File: src/sv/lru_key_value_cache_core_macros.svh
// Assertion shorthands used by the cache store RTL.
`ifndef LRU_KEY_VALUE_CACHE_CORE_MACROS_SVH
`define LRU_KEY_VALUE_CACHE_CORE_MACROS_SVH

// Same-cycle implication, disabled while reset is asserted.
`define LKVC_ASSERT_IMP(label, clk, rst_n, ante, cons, msg) \
    label: assert property (@(posedge clk) disable iff (!rst_n) (ante) |-> (cons)) \
        else $error(msg);

// Next-cycle implication, disabled while reset is asserted.
`define LKVC_ASSERT_NXT(label, clk, rst_n, ante, cons, msg) \
    label: assert property (@(posedge clk) disable iff (!rst_n) (ante) |=> (cons)) \
        else $error(msg);

`endif

File: src/sv/lkvc_pkg.sv
package lkvc_pkg;

    localparam int DEPTH  = 16;
    localparam int IDX_W  = (DEPTH > 1) ? $clog2(DEPTH) : 1;
    localparam int RANK_W = IDX_W;
    localparam int OCC_W  = $clog2(DEPTH + 1);
    localparam int CFG_W  = 5;
    localparam int KEY_W  = 32;
    localparam int VAL_W  = 32;

    typedef enum logic {
        REQ_GET = 1'b0,
        REQ_PUT = 1'b1
    } t_req_kind;

    typedef struct packed {
        logic                     req_type;
        logic signed [KEY_W-1:0]  req_key;
        logic signed [VAL_W-1:0]  req_value;
    } t_req;

    typedef struct packed {
        logic                     hit;
        logic signed [VAL_W-1:0]  read_value;
        logic                     evicted;
        logic signed [KEY_W-1:0]  evicted_key;
    } t_rsp;

endpackage

File: src/sv/lkvc_store.sv
`include "lru_key_value_cache_core_macros.svh"

module lkvc_store import lkvc_pkg::*; (
    input  logic             i_clk,
    input  logic             i_rst_n,
    input  logic             i_en,
    input  t_req             i_req,
    input  logic [CFG_W-1:0] i_cap,
    output t_rsp             o_rsp
);

    logic [KEY_W-1:0]  r_key   [DEPTH];
    logic [VAL_W-1:0]  r_value [DEPTH];
    logic [RANK_W-1:0] r_rank  [DEPTH];
    logic [DEPTH-1:0]  r_valid;
    logic [OCC_W-1:0]  r_occ;

    logic [DEPTH-1:0]  hit_vec;
    logic [DEPTH-1:0]  lru_vec;
    logic [DEPTH-1:0]  free_vec;
    logic [DEPTH-1:0]  ins_vec;
    logic [RANK_W-1:0] hit_rank;
    logic [RANK_W-1:0] lru_rank;
    logic [VAL_W-1:0]  hit_value;
    logic [KEY_W-1:0]  lru_key;
    logic [31:0]       eff_cap;
    logic              hit;
    logic              is_put;
    logic              evict;
    logic              insert;

    assign is_put   = (i_req.req_type == REQ_PUT);
    // Valid ranks are always 0 .. occupancy-1, so the LRU entry holds occupancy-1.
    assign lru_rank = RANK_W'(r_occ - OCC_W'(1));

    always_comb begin
        if (i_cap == '0) begin
            eff_cap = 32'd1;
        end else if (32'(i_cap) > 32'(DEPTH)) begin
            eff_cap = 32'(DEPTH);
        end else begin
            eff_cap = 32'(i_cap);
        end
    end

    // Parallel tag match; valid keys are unique so each match vector has at most one bit set.
    always_comb begin
        hit_rank  = '0;
        hit_value = '0;
        lru_key   = '0;
        for (int i = 0; i < DEPTH; i++) begin
            hit_vec[i] = r_valid[i] && (r_key[i] == i_req.req_key);
            lru_vec[i] = r_valid[i] && (r_rank[i] == lru_rank);
            hit_rank   = hit_rank  | (r_rank[i]  & {RANK_W{hit_vec[i]}});
            hit_value  = hit_value | (r_value[i] & {VAL_W{hit_vec[i]}});
            lru_key    = lru_key   | (r_key[i]   & {KEY_W{lru_vec[i]}});
        end
    end

    assign hit      = |hit_vec;
    assign evict    = is_put && !hit && (32'(r_occ) >= eff_cap);
    assign insert   = is_put && !hit;
    // Lowest free slot: isolate the lowest set bit of the invalid mask.
    assign free_vec = ~r_valid & (r_valid + DEPTH'(1));
    assign ins_vec  = evict ? lru_vec : free_vec;

    always_comb begin
        o_rsp.hit         = hit;
        o_rsp.evicted     = evict;
        o_rsp.evicted_key = evict ? lru_key : '0;
        if (is_put) begin
            o_rsp.read_value = '0;
        end else if (hit) begin
            o_rsp.read_value = hit_value;
        end else begin
            o_rsp.read_value = '1;
        end
    end

    always_ff @(posedge i_clk) begin
        if (!i_rst_n) begin
            r_valid <= '0;
            r_occ   <= '0;
        end else if (i_en && insert) begin
            r_valid <= r_valid | ins_vec;
            if (!evict) begin
                r_occ <= r_occ + OCC_W'(1);
            end
        end
    end

    always_ff @(posedge i_clk) begin
        if (i_en) begin
            for (int i = 0; i < DEPTH; i++) begin
                if (hit) begin
                    if (hit_vec[i]) begin
                        r_rank[i] <= '0;
                        if (is_put) begin
                            r_value[i] <= i_req.req_value;
                        end
                    end else if (r_valid[i] && (r_rank[i] < hit_rank)) begin
                        r_rank[i] <= r_rank[i] + RANK_W'(1);
                    end
                end else if (insert) begin
                    if (ins_vec[i]) begin
                        r_key[i]   <= i_req.req_key;
                        r_value[i] <= i_req.req_value;
                        r_rank[i]  <= '0;
                    end else if (r_valid[i]) begin
                        r_rank[i] <= r_rank[i] + RANK_W'(1);
                    end
                end
            end
        end
    end

    `LKVC_ASSERT_IMP(a_occ_count, i_clk, i_rst_n, 1'b1, $countones(r_valid) == 32'(r_occ), "occupancy does not match valid count")
    `LKVC_ASSERT_IMP(a_occ_max, i_clk, i_rst_n, 1'b1, 32'(r_occ) <= 32'(DEPTH), "occupancy above depth")
    `LKVC_ASSERT_IMP(a_evict_miss, i_clk, i_rst_n, evict, is_put && !hit && $onehot(lru_vec), "eviction without a single LRU put miss")
    `LKVC_ASSERT_NXT(a_occ_mono, i_clk, i_rst_n, 1'b1, r_occ >= $past(r_occ), "occupancy shrank")

endmodule

File: src/sv/lru_key_value_cache_core.sv
// Channel   Direction  Handshake                    Payload
// req       in         i_req_valid / o_req_stall    i_req  (t_req)
// rsp       out        o_rsp_valid / i_rsp_stall    o_rsp  (t_rsp)
// cfg       in         i_cfg_we                     i_cfg_wdata (capacity in use)
//
// One request per cycle while the response is not stalled.
// The lookup, LRU rank update and eviction run in one pass between the
// request register and the response register.
// Synchronous active-low reset clears valid bits and occupancy, capacity goes to 16.
// A stalled response holds the request register, which then stalls the input.
module lru_key_value_cache_core import lkvc_pkg::*; (
    input  logic             i_clk,
    input  logic             i_rst_n,
    input  logic             i_req_valid,
    output logic             o_req_stall,
    input  t_req             i_req,
    output logic             o_rsp_valid,
    input  logic             i_rsp_stall,
    output t_rsp             o_rsp,
    input  logic             i_cfg_we,
    input  logic [CFG_W-1:0] i_cfg_wdata
);

    logic             r_req_vld;
    t_req             r_req;
    logic             r_rsp_vld;
    t_rsp             r_rsp;
    logic [CFG_W-1:0] r_cap;

    logic out_free;
    logic proc_en;
    t_rsp rsp;

    assign out_free    = !r_rsp_vld || !i_rsp_stall;
    assign proc_en     = r_req_vld && out_free;
    assign o_req_stall = r_req_vld && !out_free;
    assign o_rsp_valid = r_rsp_vld;
    assign o_rsp       = r_rsp;

    lkvc_store u_store (
        .i_clk   (i_clk),
        .i_rst_n (i_rst_n),
        .i_en    (proc_en),
        .i_req   (r_req),
        .i_cap   (r_cap),
        .o_rsp   (rsp)
    );

    always_ff @(posedge i_clk) begin
        if (!i_rst_n) begin
            r_req_vld <= 1'b0;
            r_rsp_vld <= 1'b0;
            r_cap     <= CFG_W'(16);
        end else begin
            if (!o_req_stall) begin
                r_req_vld <= i_req_valid;
            end
            if (out_free) begin
                r_rsp_vld <= r_req_vld;
            end
            if (i_cfg_we) begin
                r_cap <= i_cfg_wdata;
            end
        end
    end

    always_ff @(posedge i_clk) begin
        if (i_req_valid && !o_req_stall) begin
            r_req <= i_req;
        end
        if (proc_en) begin
            r_rsp <= rsp;
        end
    end

endmodule

File: config.mk
export PLATFORM = sky130hd
export DESIGN_NAME = lru_key_value_cache_core
export DESIGN_NICKNAME = d
export VERILOG_FILES = /design/src/sv/lkvc_pkg.sv /design/src/sv/lkvc_store.sv /design/src/sv/lru_key_value_cache_core.sv
export VERILOG_INCLUDE_DIRS = /design/src /design/src/sv
export SDC_FILE = /design/constraint.sdc
export NUM_CORES = 2
export LEC_CHECK = 0
export BUFFER_PORTS_ARGS = -buffer_cell sky130_fd_sc_hd__buf_2
export CAP_MARGIN = 0
export CELL_PAD_IN_SITES_DETAIL_PLACEMENT = 1
export CELL_PAD_IN_SITES_GLOBAL_PLACEMENT = 1
export CORE_MARGIN = 4
export CORE_UTILIZATION = 45
export DETAILED_ROUTE_END_ITERATION = 12
export GPL_ROUTABILITY_DRIVEN = 0
export MAX_ROUTING_LAYER = met4
export PLACE_DENSITY_LB_ADDON = 0.1
export SLEW_MARGIN = 10
export SYNTH_ARGS = -nofsm -noshare
export SYNTH_HDL_FRONTEND = slang
export SYNTH_SLANG_ARGS = --single-unit
File: constraint.sdc
create_clock -name i_clk -period 7.4 [get_ports i_clk]
set_input_delay 1.48 -clock i_clk [delete_from_list [all_inputs] [get_ports i_clk]]
set_output_delay 1.48 -clock i_clk [all_outputs]
set_load 0.01 [all_outputs]
; Word-level counts from Yosys, hierarchy flattened
; Memories as Yosys holds them, arrays and structs flattened.
; Index checks and enable logic that the tools add are counted.
[totals]
output_inout_bits = 68
word_cells = 761
mem_count = 3
input_bits = 75
register_bits = 159
ram_bits = 1088
[op_classes]
bitwise = 161
addsub = 19
n_lt_le_gt_ge = 18
eq_ne = 32
n_reduce_logical = 63
muxes = 453
[memory_table]
columns = memory, depth, width, rd, rd_clocked_by_memory_dff, wr, line
row1 = u_store.r_key, 16, 32, 16, 0, 16, lkvc_store.sv:12  ; logic [KEY_W-1:0] r_key [DEPTH];
row2 = u_store.r_value, 16, 32, 16, 0, 16, lkvc_store.sv:13  ; logic [VAL_W-1:0] r_value [DEPTH];
row3 = u_store.r_rank, 16, 4, 16, 0, 16, lkvc_store.sv:14  ; logic [RANK_W-1:0] r_rank [DEPTH];
[ops]
columns = cell, n
row1 = $and 32x32->32, 32
row2 = $or 32x32->32, 30
row3 = $mux 32, 17
row4 = $eq 32x32->1, 16
row5 = $mux 1, 385
row6 = $mux 4, 48
row7 = $add 4x1->4 const B, 16
row8 = $and 4x4->4, 16
row9 = $eq 4x4->1, 16
row10 = $lt 4x4->1, 16
row11 = $or 1x1->1, 64
row12 = $or 4x4->4, 15
row13 = $logic_and 1x1->1, 54
row14 = $add 16x1->16 const B, 1
row15 = $and 16x16->16, 1
row16 = $mux 16, 1
row17 = $not 16->16, 1
row18 = $or 16x16->16, 1
row19 = $reduce_or 16->1, 1
row20 = $mux 5, 2
row21 = $add 5x1->5 const B, 1
row22 = $ge 5x5->1, 1
row23 = $gt 5x5->1 const B, 1
row24 = $logic_not 1->1, 5
row25 = 5 further kinds, 5

; Depth between registers and ports, before layout
; An unclocked memory read counts as a cell.
[depth]
ltp_word = 29
depth_mapped = 19
depth_no_buf = 16

; Cells and area by module
; Synthesis repeated with hierarchy kept, for this count alone.
[hier_totals]
hier_cells = 3725
hier_area_um2 = 55011.5
[modules_own_cells]
columns = module, n_inst, area_per_inst_um2, cells_each, seq_area_each_um2
row1 = lkvc_store, 1, 50803.7, 3570, 33091.7
row2 = lru_key_value_cache_core, 1, 4207.8, 155, 4073.9

; Least setup slack after synthesis
; Ideal clock, no wire load.
[synth_timing]
kind = flip-flop to flip-flop
from = register u_store.r_occ[0]
to = memory u_store.r_value[15][0] (enable)
path_stages_with_launch = 16
path_slack_ns = 0.331
synth_period_minus_slack_ns = 7.069
t_arrival_ns = 6.682
t_required_ns = 7.012
n_path_buf = 3
setup_time_ns = 0.388
cell_sequence = dfxtp_1 -> clkbuf_1 -> buf_1 -> inv_1 -> ha_1 -> nand2b_1 -> a21o_1 -> a21o_1 -> a21o_1 -> a21o_1 -> and2_1 -> clkbuf_1 -> a211o_1 -> or3_1 -> o21ai_0 -> a21o_1
[synth_rtl]
columns = element, line
row1 = "start, declared", lkvc_store.sv:16  ; logic [OCC_W-1:0] r_occ;
row2 = "start signal, assigned", lkvc_store.sv:87  ; r_occ <= r_occ + OCC_W'(1);
row3 = "end, declared", lkvc_store.sv:13

==> flow_summary_export.csv <==
group,metric,value,unit
worst_setup_path,startpoint,"r_req[61]",
worst_hold_path,hold_end,"u_store.r_key[3][113]",
drt,wl_per_cell,41.52,µm
floorplanning,num_rows,129,
finish,fill_cells,12120,
cts,cts_resized,0,
cts,clock-root-buffer,"clkbuf_16",
global_route,grt_pass1_wl,334.2,mm
timing,worst_pin_slew,1.439,ns
placement,portBuffers,142,
timing,fin_hold_ws,0.5271,ns
timing,finClkSkew,0.05434,ns
cts,cts_tree,"yes",
logic_synthesis,synth-edff-count,1219,
logic_synthesis,ys_types,73,
finish,multi_input_area,0.01782,mm²
finish,final_core_util,0.5159,
worst_setup_path,r2r_cells,13,
logic_synthesis,synth_top_family_by_area,"compound AO/OA/AOI/OAI gates",
cts,insertion_delay,0.81,ns
worst_hold_path,hp-start,"r_req[49]",
global_route,grt_antenna_before_repair,20,
status,outcome,"complete, no violations",
finish,seq_area,0.03717,mm²
finish,layout.nets,4321,
worst_setup_path,r2r-end,"u_store.r_rank[14][3]",
pwr,power_density,240.6,mW/mm²
worst_setup_path,worstPathArrival,7.35,ns
logic_synthesis,ys_ff_latch,1247,
worst_hold_path,hold_path_depth,0,
pwr,vdd_drop_max,0.2409,mV
drt,wl,247.9,mm
global_route,grt_pass1_vias,39650,
global_route,grt_usage,0.3836,
logic_synthesis,syn_nets,4099,
logic_synthesis,yosys_warnings,0,
timing,period_minus_slack,6.866,ns
logic_synthesis,postSynthAreaPerCell,14.02,µm²
timing,period_share,0.9279,
logic_synthesis,synth_area,0.05587,mm²
finish,drive_above_1_share,0.1327,
floorplanning,boundaryPins,143,
timing,fmax,145.6,MHz
floorplanning,coreArea,0.1235,mm²
cts,post_cts_buffers,0,
worst_setup_path,timing.rr.start,"r_req[61]",
timing,relSlewSlack,0.03348,
logic_synthesis,synth_cells,3985,
timing,tns,0,ns
floorplanning,die_w,360.4,µm
logic_synthesis,seq_area_frac_synth,0.6652,
global_route,grt_overflow_total,0,
drt,drc,0,
logic_synthesis,synth_flop_cell,"edfxtp_1",
logic_synthesis,async_flop_share,0,
logic_synthesis,synth.area.mux_share,0.0008958,
finish,area_growth,14.01,%
worst_setup_path,path_class,"flip-flop to flip-flop",
floorplanning,start_util,0.4525,
logic_synthesis,synth-simple-area-share,0.1005,
cts,cts_made_buffers,137,
worst_hold_path,hold_path.class,"flip-flop to flip-flop",
floorplanning,fp.dieH,360.4,µm
drt,first_pass_iters,6,
timing,maxSlewViolCount,0,
pwr,p_leak,19.88,nW
cts,clkTransAtPathRegs,0.06,ns
cts,holdBufCountCts,0,
placement,hpwlAfterDp,165.7,mm
timing,hold_viol_final,0,
logic_synthesis,synthAdderAreaFrac,0.01375,
cts,clock_path_buffers,3,
floorplanning,die_area,0.1299,mm²
finish,final_common_cell,"edfxtp_1",
worst_setup_path,cp_max_fo,34,
worst_setup_path,critPathCaptureType,"flip-flop",
cts,htreeDepth,4,
drt,drt_iter0_drc,7297,
cts,cts_sinks,1247,
global_route,grt_start_max_net_pins,54,
drt,via_per_inst,7.004,
worst_setup_path,cp.required,7.88,ns
drt,drtAntennaViolNets,0,
worst_setup_path,cp-start-kind,"flip-flop",
drt,vias,41810,
worst_setup_path,reg2reg_slack,0.53,ns
flow_run,maxCapViolations,0,
logic_synthesis,synth_compound_area_frac,0.1071,
timing,rsz0062_at_grt,"false",
logic_synthesis,synthXorXnorAreaFrac,0.09045,
timing,setup_viol,0,
finish,final_cell_mix,"edfxtp_1, xnor2_1, a22oi_1",
==> per-stage QoR <==
stage,power [mW],cell area [µm²],worst slack [ns],cells
2_1_floorplan,8.341,55870,0.3306,3985
3_3_place_gp,8.690,59290,1.265,5704
3_5_place_dp,8.700,59320,1.140,5705
4_1_cts,15.36,63640,1.112,5947
5_1_grt,15.73,63690,0.7211,5964
6_report,15.33,63700,0.5336,5970
==> synth_stat cells, types with 11 or more instances <==
cell type / instances / share of area
a21boi_0: 14 / 0.0019
a21o_1: 17 / 0.0023
a21oi_1: 89 / 0.0080
a221oi_1: 127 / 0.020
a22o_1: 129 / 0.020
a22oi_1: 278 / 0.037
a41oi_1: 20 / 0.0031
and2_1: 15 / 0.0017
and3_1: 43 / 0.0048
and4_1: 16 / 0.0025
buf_1: 11 / 0.00074
buf_2: 63 / 0.0056
clkbuf_1: 139 / 0.0093
dfxtp_1: 28 / 0.010
edfxtp_1: 1219 / 0.66
ha_1: 39 / 0.0087
inv_1: 80 / 0.0054
maj3_1: 28 / 0.0050
nand2_1: 103 / 0.0069
nand2b_1: 68 / 0.0076
nand3_1: 190 / 0.017
nand4_1: 214 / 0.024
nor2_1: 138 / 0.0093
nor2b_1: 20 / 0.0022
nor3_1: 64 / 0.0057
nor4_1: 58 / 0.0065
o21a_1: 17 / 0.0023
o21ai_0: 18 / 0.0016
o22ai_1: 11 / 0.0012
o32ai_1: 14 / 0.0022
or3_1: 11 / 0.0012
or4_1: 19 / 0.0026
xnor2_1: 484 / 0.076
xor2_1: 93 / 0.015
==> flip-flops by register name, indices dropped and copies added, names as in the netlist <==
signal,cells
r_req,65
u_store.r_rank,64
u_store.r_key,512
u_store.r_value,512
r_req_vld,1
o_rsp_valid,1
u_store.r_occ,5
o_rsp,66
r_cap,5
u_store.r_valid,16
==> per-layer routing <==
metal / track usage / share of wire
met1: 0.5102 / 0.39
met2: 0.5135 / 0.40
met3: 0.1559 / 0.15
met4: 0.1730 / 0.057
met5: - / 0
==> worst max-delay path by stage <==
stage                             endpoint  cells past startpoint  slack, ns
finish               u_store.r_rank[14][3]                     13       0.53
global route         u_store.r_rank[14][3]                     13       0.72
CTS                  u_store.r_rank[14][3]                     13       1.11
detailed placement   u_store.r_rank[14][0]                     13       1.14
global placement     u_store.r_rank[14][2]                     13       1.27
floorplan           u_store.r_value[15][0]                     15       0.33
==> layout make-up <==
type	count	area share
flip-flops and latches	1247	0.5834
clock buffers	180	0.05718
repair buffers	302	0.03111
diodes	23	0.0009035
clock inverters	62	0.01074
well taps	1637	0.03215
multi-input cells	2438	0.2797
inverters	81	0.004773
==> power breakdown <==
part | switching (mW) | internal, mW | total [mW]
Clock | 2.91 | 3.82 | 6.72
Combinational | 0.520 | 0.182 | 0.703
Sequential | 0.101 | 7.80 | 7.90
==> logic make-up after synthesis <==
logic type / after synthesis
XOR/XNOR: 577
adder cells (fa/ha/maj): 67
buffers and inverters: 300
flip-flops: 1247
multiplexers: 5
AO/OA/AOI/OAI: 780
AND/OR/NAND/NOR: 1009
==> worst max-delay path, stage by stage (launching register included) <==
cell and delay [ns]:
edfxtp_1 0.80, xnor2_1 1.05, nand4_1 0.60, nor4_1 0.37, buf_4 0.25, and4_2 0.25, nor4_1 0.09, and4_1 0.50
a211o_1 0.49, or3_1 0.46, or4b_4 0.57, a21oi_4 0.17, buf_4 0.67, a211o_1 0.28
No activity file was read; power rests on OpenSTA's default activity.
